$ cat src/rtl/smtks_pkg.sv
// Shared types and constants for the smallest-magnitude top-k selector.
`timescale 1ns / 1ps
`default_nettype none
package smtks_pkg;

	localparam int ENERGY_W = 32;
	localparam int VALUE_W  = 33;
	localparam int MAG_W    = 32;
	localparam int RANK_W   = 4;
	localparam int CFG_W    = 5;
	localparam logic [CFG_W-1:0] ROOTS_RESET = 5'd16;

	typedef enum logic [1:0] {
		ST_RUN,
		ST_FLUSH,
		ST_DUMP
	} smtks_state_t;

	typedef struct packed {
		logic              load;
		logic              dump_step;
		logic              dump_last;
		logic [RANK_W-1:0] rank;
	} smtks_cmd_t;

	typedef struct packed {
		logic out_free;
	} smtks_status_t;

endpackage
`default_nettype wire

$ cat src/rtl/smtks_ctrl.sv
// Controller state machine: candidate intake, pipeline flush and list dump sequencing.
`timescale 1ns / 1ps
`default_nettype none
module smtks_ctrl #(
	parameter int CNT_W = 5
) (
	input  wire logic                  clk,
	input  wire logic                  arst_n,
	input  wire logic                  in_valid,
	input  wire logic                  in_last,
	output logic                       in_ready,
	input  wire logic [CNT_W-1:0]      eff_cnt,
	input  wire smtks_pkg::smtks_status_t status,
	output smtks_pkg::smtks_cmd_t      cmd
);
	import smtks_pkg::*;

	smtks_state_t state_q;
	smtks_state_t state_d;
	logic [CNT_W-1:0] cnt_q;
	logic             at_last;

	assign at_last = (cnt_q == (eff_cnt - CNT_W'(1)));

	always_comb begin
		state_d = state_q;
		unique case (state_q)
			ST_RUN: begin
				if (in_valid && in_last) begin
					state_d = ST_FLUSH;
				end
			end
			ST_FLUSH: begin
				state_d = ST_DUMP;
			end
			ST_DUMP: begin
				if (status.out_free && at_last) begin
					state_d = ST_RUN;
				end
			end
			default: begin
				state_d = ST_RUN;
			end
		endcase
	end

	always_comb begin
		in_ready      = 1'b0;
		cmd.load      = 1'b0;
		cmd.dump_step = 1'b0;
		cmd.dump_last = 1'b0;
		cmd.rank      = RANK_W'(cnt_q);
		unique case (state_q)
			ST_RUN: begin
				in_ready = 1'b1;
				cmd.load = in_valid;
			end
			ST_FLUSH: begin
			end
			ST_DUMP: begin
				cmd.dump_step = status.out_free;
				cmd.dump_last = at_last;
			end
			default: begin
			end
		endcase
	end

	always_ff @(posedge clk or negedge arst_n) begin
		if (!arst_n) begin
			state_q <= ST_RUN;
			cnt_q   <= '0;
		end else begin
			state_q <= state_d;
			if (state_q == ST_FLUSH) begin
				cnt_q <= '0;
			end else if (cmd.dump_step) begin
				cnt_q <= cnt_q + CNT_W'(1);
			end
		end
	end

endmodule
`default_nettype wire

$ cat src/rtl/smtks_datapath.sv
// Datapath: excitation stage, sorted slot list with compare-and-shift, output register.
`timescale 1ns / 1ps
`default_nettype none
module smtks_datapath #(
	parameter int MAX_ROOTS = 16,
	parameter int OCC_BITS  = 8,
	parameter int VIR_BITS  = 10,
	parameter int CNT_W     = 5
) (
	input  wire logic                              clk,
	input  wire logic                              arst_n,
	input  wire logic                              cfg_valid,
	input  wire logic [smtks_pkg::CFG_W-1:0]       cfg_data,
	input  wire logic [smtks_pkg::ENERGY_W-1:0]    occ_energy,
	input  wire logic [smtks_pkg::ENERGY_W-1:0]    vir_energy,
	input  wire logic [OCC_BITS-1:0]               occ_index,
	input  wire logic [VIR_BITS-1:0]               vir_index,
	input  wire smtks_pkg::smtks_cmd_t             cmd,
	output smtks_pkg::smtks_status_t               status,
	output logic [CNT_W-1:0]                       eff_cnt,
	input  wire logic                              out_ready,
	output logic                                   out_valid,
	output logic [smtks_pkg::RANK_W-1:0]           rank,
	output logic [smtks_pkg::VALUE_W-1:0]          excitation,
	output logic [OCC_BITS-1:0]                    out_occ_index,
	output logic [VIR_BITS-1:0]                    out_vir_index,
	output logic                                   entry_valid,
	output logic                                   last
);
	import smtks_pkg::*;

	logic [CFG_W-1:0] roots_q;
	logic [31:0]      roots_ext;
	logic [31:0]      eff_ext;

	logic                        valid_s1;
	logic signed [VALUE_W-1:0]   value_s1;
	logic [MAG_W-1:0]            mag_s1;
	logic [OCC_BITS-1:0]         occ_s1;
	logic [VIR_BITS-1:0]         vir_s1;
	logic signed [VALUE_W-1:0]   diff;
	logic [VALUE_W-1:0]          diff_abs;

	logic [VALUE_W-1:0]  value_q [MAX_ROOTS];
	logic [MAG_W-1:0]    mag_q   [MAX_ROOTS];
	logic [OCC_BITS-1:0] occ_q   [MAX_ROOTS];
	logic [VIR_BITS-1:0] vir_q   [MAX_ROOTS];
	logic [MAX_ROOTS-1:0] full_q;

	logic [MAX_ROOTS-1:0] active;
	logic [MAX_ROOTS-1:0] hit;
	logic [MAX_ROOTS-1:0] prior_hit;
	logic [MAX_ROOTS-1:0] first;
	logic                 out_free;

	always_ff @(posedge clk or negedge arst_n) begin
		if (!arst_n) begin
			roots_q <= ROOTS_RESET;
		end else if (cfg_valid) begin
			roots_q <= cfg_data;
		end
	end

	assign roots_ext = {{(32-CFG_W){1'b0}}, roots_q};

	always_comb begin
		priority if (roots_q == '0) begin
			eff_cnt = CNT_W'(1);
		end else if (roots_ext > 32'(MAX_ROOTS)) begin
			eff_cnt = CNT_W'(MAX_ROOTS);
		end else begin
			eff_cnt = CNT_W'(roots_ext);
		end
	end

	assign eff_ext = 32'(eff_cnt);

	assign diff     = $signed({vir_energy[ENERGY_W-1], vir_energy})
	                - $signed({occ_energy[ENERGY_W-1], occ_energy});
	assign diff_abs = diff[VALUE_W-1] ? (-diff) : diff;

	always_ff @(posedge clk or negedge arst_n) begin
		if (!arst_n) begin
			valid_s1 <= 1'b0;
		end else begin
			valid_s1 <= cmd.load;
		end
	end

	always_ff @(posedge clk) begin
		if (cmd.load) begin
			value_s1 <= diff;
			mag_s1   <= diff_abs[MAG_W-1:0];
			occ_s1   <= occ_index;
			vir_s1   <= vir_index;
		end
	end

	always_comb begin
		for (int k = 0; k < MAX_ROOTS; k++) begin
			active[k] = (32'(k) < eff_ext);
			hit[k]    = active[k] && (!full_q[k] || (mag_s1 < mag_q[k]));
		end
		prior_hit[0] = 1'b0;
		for (int k = 1; k < MAX_ROOTS; k++) begin
			prior_hit[k] = prior_hit[k-1] | hit[k-1];
		end
		first = hit & ~prior_hit;
	end

	for (genvar k = 0; k < MAX_ROOTS; k++) begin : g_slot
		logic [VALUE_W-1:0]  prev_value;
		logic [MAG_W-1:0]    prev_mag;
		logic [OCC_BITS-1:0] prev_occ;
		logic [VIR_BITS-1:0] prev_vir;
		logic                prev_full;
		logic [VALUE_W-1:0]  next_value;
		logic [MAG_W-1:0]    next_mag;
		logic [OCC_BITS-1:0] next_occ;
		logic [VIR_BITS-1:0] next_vir;
		logic                next_full;
		logic                next_active;

		if (k == 0) begin : g_head
			assign prev_value = '0;
			assign prev_mag   = '0;
			assign prev_occ   = '0;
			assign prev_vir   = '0;
			assign prev_full  = 1'b0;
		end else begin : g_body
			assign prev_value = value_q[k-1];
			assign prev_mag   = mag_q[k-1];
			assign prev_occ   = occ_q[k-1];
			assign prev_vir   = vir_q[k-1];
			assign prev_full  = full_q[k-1];
		end

		if (k == MAX_ROOTS - 1) begin : g_tail
			assign next_value  = '0;
			assign next_mag    = '0;
			assign next_occ    = '0;
			assign next_vir    = '0;
			assign next_full   = 1'b0;
			assign next_active = 1'b0;
		end else begin : g_inner
			assign next_value  = value_q[k+1];
			assign next_mag    = mag_q[k+1];
			assign next_occ    = occ_q[k+1];
			assign next_vir    = vir_q[k+1];
			assign next_full   = full_q[k+1];
			assign next_active = active[k+1];
		end

		always_ff @(posedge clk or negedge arst_n) begin
			if (!arst_n) begin
				full_q[k] <= 1'b0;
			end else if (valid_s1 && active[k]) begin
				if (first[k]) begin
					full_q[k] <= 1'b1;
				end else if (prior_hit[k]) begin
					full_q[k] <= prev_full;
				end
			end else if (cmd.dump_step && active[k]) begin
				full_q[k] <= next_active ? next_full : 1'b0;
			end
		end

		always_ff @(posedge clk) begin
			if (valid_s1 && active[k]) begin
				if (first[k]) begin
					value_q[k] <= value_s1;
					mag_q[k]   <= mag_s1;
					occ_q[k]   <= occ_s1;
					vir_q[k]   <= vir_s1;
				end else if (prior_hit[k]) begin
					value_q[k] <= prev_value;
					mag_q[k]   <= prev_mag;
					occ_q[k]   <= prev_occ;
					vir_q[k]   <= prev_vir;
				end
			end else if (cmd.dump_step && active[k]) begin
				value_q[k] <= next_active ? next_value : '0;
				mag_q[k]   <= next_active ? next_mag : '0;
				occ_q[k]   <= next_active ? next_occ : '0;
				vir_q[k]   <= next_active ? next_vir : '0;
			end
		end
	end

	assign out_free        = !out_valid || out_ready;
	assign status.out_free = out_free;

	always_ff @(posedge clk or negedge arst_n) begin
		if (!arst_n) begin
			out_valid <= 1'b0;
		end else if (cmd.dump_step) begin
			out_valid <= 1'b1;
		end else if (out_ready) begin
			out_valid <= 1'b0;
		end
	end

	always_ff @(posedge clk) begin
		if (cmd.dump_step) begin
			rank          <= cmd.rank;
			excitation    <= full_q[0] ? value_q[0] : '0;
			out_occ_index <= full_q[0] ? occ_q[0] : '0;
			out_vir_index <= full_q[0] ? vir_q[0] : '0;
			entry_valid   <= full_q[0];
			last          <= cmd.dump_last;
		end
	end

endmodule
`default_nettype wire

$ cat src/rtl/smallest_magnitude_top_k_selector_core.sv
// Top level of the smallest-magnitude top-k selector: stream ports, controller and datapath.
//
// Usage:
//   s_axis carries one candidate per request: occupied and virtual energies
//   (signed Q16.16) and their indices; tlast marks the final candidate.
//   Each candidate's excitation (virtual minus occupied) is sorted into a
//   list of the roots_in_use smallest magnitudes; ties keep arrival order.
//   cfg_valid/cfg_data write roots_in_use (clamped to 1..MAX_ROOTS); write
//   it only while the block is idle.
//   Throughput is one candidate per cycle while s_axis_tready is high: every
//   slot compares and shifts in parallel in the cycle after the candidate is taken.
//   After the final candidate, s_axis_tready drops for the flush state and
//   then for the dump: one result per cycle on m_axis unless stalled, roots_in_use
//   results in rank order, each marked in tuser as a full or an empty slot, tlast on
//   the final one. The first result is registered after the flush state and the
//   first dump step. The dump pops the list from the head and leaves it cleared.
//   A stalled m_axis holds the result register and pauses the dump; intake
//   resumes as soon as the final result sits in the output register.
//   arst_n clears the list, sets roots_in_use to 16 and drops all valids.
`timescale 1ns / 1ps
`default_nettype none
module smallest_magnitude_top_k_selector_core #(
	parameter int MAX_ROOTS = 16,
	parameter int OCC_BITS  = 8,
	parameter int VIR_BITS  = 10,
	localparam int IN_W  = ((2 * smtks_pkg::ENERGY_W + OCC_BITS + VIR_BITS + 7) / 8) * 8,
	localparam int OUT_W = ((smtks_pkg::RANK_W + smtks_pkg::VALUE_W + OCC_BITS + VIR_BITS + 7)
	                       / 8) * 8
) (
	input  wire logic                        clk,
	input  wire logic                        arst_n,
	input  wire logic                        cfg_valid,
	output logic                             cfg_ready,
	input  wire logic [smtks_pkg::CFG_W-1:0] cfg_data,
	input  wire logic                        s_axis_tvalid,
	output logic                             s_axis_tready,
	// occ_energy, vir_energy, occ_index, vir_index, zero pad
	input  wire logic [IN_W-1:0]             s_axis_tdata,
	input  wire logic                        s_axis_tlast,
	output logic                             m_axis_tvalid,
	input  wire logic                        m_axis_tready,
	// rank, excitation, out_occ_index, out_vir_index, zero pad
	output logic [OUT_W-1:0]                 m_axis_tdata,
	// entry_valid
	output logic                             m_axis_tuser,
	output logic                             m_axis_tlast
);
	import smtks_pkg::*;

	localparam int CNT_W = $clog2(MAX_ROOTS + 1);

	smtks_cmd_t    cmd;
	smtks_status_t status;
	logic [CNT_W-1:0]    eff_cnt;
	logic [RANK_W-1:0]   rank;
	logic [VALUE_W-1:0]  excitation;
	logic [OCC_BITS-1:0] out_occ_index;
	logic [VIR_BITS-1:0] out_vir_index;

	assign cfg_ready = 1'b1;

	smtks_ctrl #(
		.CNT_W (CNT_W)
	) u_ctrl (
		.clk      (clk),
		.arst_n   (arst_n),
		.in_valid (s_axis_tvalid),
		.in_last  (s_axis_tlast),
		.in_ready (s_axis_tready),
		.eff_cnt  (eff_cnt),
		.status   (status),
		.cmd      (cmd)
	);

	smtks_datapath #(
		.MAX_ROOTS (MAX_ROOTS),
		.OCC_BITS  (OCC_BITS),
		.VIR_BITS  (VIR_BITS),
		.CNT_W     (CNT_W)
	) u_datapath (
		.clk           (clk),
		.arst_n        (arst_n),
		.cfg_valid     (cfg_valid),
		.cfg_data      (cfg_data),
		.occ_energy    (s_axis_tdata[ENERGY_W-1:0]),
		.vir_energy    (s_axis_tdata[2*ENERGY_W-1:ENERGY_W]),
		.occ_index     (s_axis_tdata[2*ENERGY_W+OCC_BITS-1:2*ENERGY_W]),
		.vir_index     (s_axis_tdata[2*ENERGY_W+OCC_BITS+VIR_BITS-1:2*ENERGY_W+OCC_BITS]),
		.cmd           (cmd),
		.status        (status),
		.eff_cnt       (eff_cnt),
		.out_ready     (m_axis_tready),
		.out_valid     (m_axis_tvalid),
		.rank          (rank),
		.excitation    (excitation),
		.out_occ_index (out_occ_index),
		.out_vir_index (out_vir_index),
		.entry_valid   (m_axis_tuser),
		.last          (m_axis_tlast)
	);

	assign m_axis_tdata = OUT_W'({out_vir_index, out_occ_index, excitation, rank});

endmodule
`default_nettype wire
$ cat config.mk
export PLATFORM = sky130hd
export DESIGN_NAME = smallest_magnitude_top_k_selector_core
export DESIGN_NICKNAME = d
export VERILOG_FILES = /design/src/rtl/smtks_pkg.sv /design/src/rtl/smtks_ctrl.sv /design/src/rtl/smtks_datapath.sv /design/src/rtl/smallest_magnitude_top_k_selector_core.sv
export SDC_FILE = /design/constraint.sdc
export NUM_CORES = 2
export LEC_CHECK = 0
export ABC_CLOCK_PERIOD_IN_PS = 16200
export BUFFER_PORTS_ARGS = -buffer_cell sky130_fd_sc_hd__buf_4
export CAP_MARGIN = 10
export CORE_ASPECT_RATIO = 2
export CORE_MARGIN = 1
export CORE_UTILIZATION = 40
export DETAILED_ROUTE_END_ITERATION = 16
export SLEW_MARGIN = 10
export SYNTH_ARGS = -nofsm -noshare
export SYNTH_HDL_FRONTEND = slang
export SYNTH_HIERARCHICAL = 1
export SYNTH_SLANG_ARGS = --single-unit
export TNS_END_PERCENT = 50
$ cat constraint.sdc
create_clock -name clk -period 16.2 [get_ports clk]
set_input_delay 2.43 -clock clk [delete_from_list [all_inputs] [get_ports clk]]
set_output_delay 2.43 -clock clk [all_outputs]
set_load 0.01 [all_outputs]
==> flow_metrics.tcl <==
set metrics [dict create \
    fin_crit_ns 7.67 \
    drt-pass1-iter-count 6 \
    dp_hpwl_mm 193 \
    crit_buf_inv 3 \
    netlist_top_cells_count "edfxtp_1, nand2_1, o21ai_0" \
    powerDensity_nw_per_um2 207 \
    post-route-drc-count 0 \
    die-area_um2 219000 \
    cp_slowest_cell "a211oi_1" \
    grt_pass1_vias 68700 \
    slew_headroom_pct 10.5 \
    cts-root-buf "clkbuf_16" \
    finalWirelength_mm 295 \
    yosys_warnings 6 \
    areaGrowthSynthToFinish_pct 9.33 \
    synth_top_family_by_area "compound AO/OA/AOI/OAI gates" \
    cts_buffer_depth 4 \
    cts_setup_buffers 0 \
    cts_tree "built" \
    dr.first_iter.drc_count 6035 \
    place_inst 10800 \
    clk-insertion-delay-late_ns 0.83 \
    clock_sinks 1497 \
    outcome "completed" \
    synth_edf_count 1467 \
    stdcell_area_um2 94900 \
    cp_max_fo 44 \
    cts_buffers 151 \
    setup_viol 0 \
    grt_max_degree 171 \
    synthMuxAreaShare_pct 6.15 \
    synthesis.instances 8390 \
    synthXorXnorAreaFrac_pct 0.595 \
    synth_area_leader_cell "edfxtp_1" \
    fmax_ghz 0.130 \
    maxCapViolCount 0 \
    dieHeight_um 661 \
    final_layout_size_suffix_gt1_share_pct 8.48 \
    synth-simple-area-share_pct 9.96 \
    cp-end-kind "flip-flop" \
    p_leak_nw 39.8 \
    synth_top_area_share_pct 50.7 \
    worst_clock_skew_ns 0.0623 \
    finalSetupTns_ns 0 \
    synth_area_leaders "edfxtp_1, ha_1, mux2i_1" \
    rows 241 \
    vias_per_cell 6.11 \
    required_ns 16.73 \
    start_kind "flip-flop" \
    synth_compound_area_share_pct 18.0 \
    grt_setup_unrepaired "no" \
    hold_viol_final 0 \
    critPathKind "reg -> reg" \
    gp_congestion 0.968 \
    clkSlewWorstSetupHoldPaths_ns 0.07 \
    grt_pass1_wl_mm 434 \
    path_cells "buf_4 -> ha_1 -> nand4_1 -> nor2_1 -> nand2_1 -> a211oi_1 -> a211oi_1 -> a211oi_1 -> nand4_1 -> o21bai_4 -> buf_4 -> nand2_4 -> buf_4 -> o221a_2" \
    cts_resized 0 \
    final_nets 8762 \
    routed_wire_length_per_instance_um 26.8 \
    fin_crit_sh_pct 47.4 \
    slew_violations 0 \
    die_w_um 331 \
    ys_ff_latch 1497 \
    cpLargestDelayFamily "compound AO/OA/AOI/OAI gates" \
    vias 67400 \
    fin_cells 11000 \
    vdd_drop_max_v 0.000188 \
    coreArea_um2 216000 \
    grt_use_total_pct 26.3 \
    critical-path-max-stage-delay_ns 1.02 \
    antenna_found_initial 4 \
    async_reset_ff_share_pct 2.00 \
    seq_area_frac_synth_pct 51.6 \
    postPlaceCellArea_um2 90300 \
    ant_nets 0 \
    start_util_pct 40.3 \
    io_pins 160 \
    worstMarginPinSlew_ns 1.33 \
    ys_types 95 \
    yosysMostFrequentCell "edfxtp_1" \
    ctsHtreeMaxLevel 4 \
    hold_class "reg -> reg" \
    synthAdderAreaFrac_pct 7.68 \
    syn_avg_cell_area_um2 10.3 \
    worst_ep_arrival_time_ns 8.20 \
    syn_nets 9021 \
    yosys_most_used_dff "edfxtp_1" \
    cts-hold-fix-buffers 0 \
    gr-total-overflow 0 \
    portBuffers 151 \
    syn_area_um2 86800 \
]
[layout make-up]
type / count / area [um^2]
repair buffers: 297 / 2280
diodes: 3 / 7.51
fillers: 20300 / 121000
clock inverters: 65 / 527
multi-input cells: 5531 / 37300
flip-flops and latches: 1497 / 44800
clock buffers: 188 / 4050
well taps: 2794 / 3500
inverters: 653 / 2450
[flip-flops by register name, summed over array words and instances (netlist names), 10 cells and up]
| signal | count |
|---|---|
| u_datapath/g_slot.next_full | 13 |
| u_datapath/mag_s1 | 32 |
| u_datapath/value_s1 | 32 |
| u_datapath/mag_q | 512 |
| u_datapath/occ_q | 128 |
| u_datapath/value_q | 528 |
| u_datapath/vir_q | 160 |
| u_datapath/vir_s1 | 10 |
| u_datapath/excitation | 33 |
| u_datapath/out_vir_index | 10 |
[cells by family after synthesis]
group,Yosys count
AO/OA/AOI/OAI,2397
AND/OR/NAND/NOR,2009
flip-flops,1497
buffers and inverters,1362
adder cells (fa/ha/maj),532
multiplexers,532
XOR/XNOR,59
other,2
[through the flow]
stage               hold WS, ns  setup slack (ns)  power (mW)  util, %
floorplan                 0.496              4.60        13.1        -
global placement          0.508              8.60        15.9     41.9
detailed placement        0.512              8.60        16.2     41.9
CTS                       0.513              8.91        19.7     44.0
global route              0.538              8.88        20.7     44.0
finish                    0.523              8.53        19.7     44.0
[cells in the final DEF, fill, tap and decap left out, types with 155 or more instances in the layout]
cell type  synthesis  layout
nor2_1           568     557
clkbuf_16          0     155
o21ai_0          674     671
a21o_1           205     202
edfxtp_1        1467    1467
mux2i_1          521     521
nand2_1          975     964
a22oi_1          328     328
inv_1            650     649
a21oi_1          545     540
buf_4              8     292
ha_1             531     531
[path summary, 6_finish.rpt]
| path | start | endpoint | slack, ns | depth (start not counted) |
|---|---|---|---|---|
| max in group asynchronous | arst_n | u_datapath/valid_s1 | 14.19 | 1 |
| min in group asynchronous | arst_n | u_datapath/out_valid | 1.58 | 1 |
| worst min-delay path | u_datapath/value_q[0][30] | u_datapath/excitation[30] | 0.52 | 1 |
| worst min register to register | u_datapath/value_q[0][30] | u_datapath/excitation[30] | 0.52 | 1 |
| worst max register to register | u_datapath/mag_s1[24] | u_datapath/vir_q[1][27] | 8.53 | 14 |
| worst max-delay path | u_datapath/mag_s1[24] | u_datapath/vir_q[1][27] | 8.53 | 14 |
[worst register-to-register path, delay by kind of cell (launching register included)]
kind | cells | cell delay (ns)
compound gates | 5 | 2.84
flops | 1 | 0.37
fa+ha+maj | 1 | 0.43
simple gates | 5 | 2.18
buf+inv | 3 | 1.55
[power breakdown]
| part | total [mW] | switching, mW | internal (mW) |
|---|---|---|---|
| Sequential | 8.06 | 1.10 | 6.95 |
| Combinational | 8.16 | 5.45 | 2.71 |
| Clock | 3.47 | 1.58 | 1.89 |
| Total | 19.7 | 8.13 | 11.6 |
[per-layer routing]
metal / up-vias / global-route usage (%) / wire (um)
li1: 30200 / - / -
met1: 33400 / 28.1 / 102000
met2: 2889 / 48.4 / 153000
met3: 836 / 3.32 / 19300
met4: 2 / 17.4 / 21300
met5: - / 0.155 / 46
No activity file was read; power rests on OpenSTA's default activity.
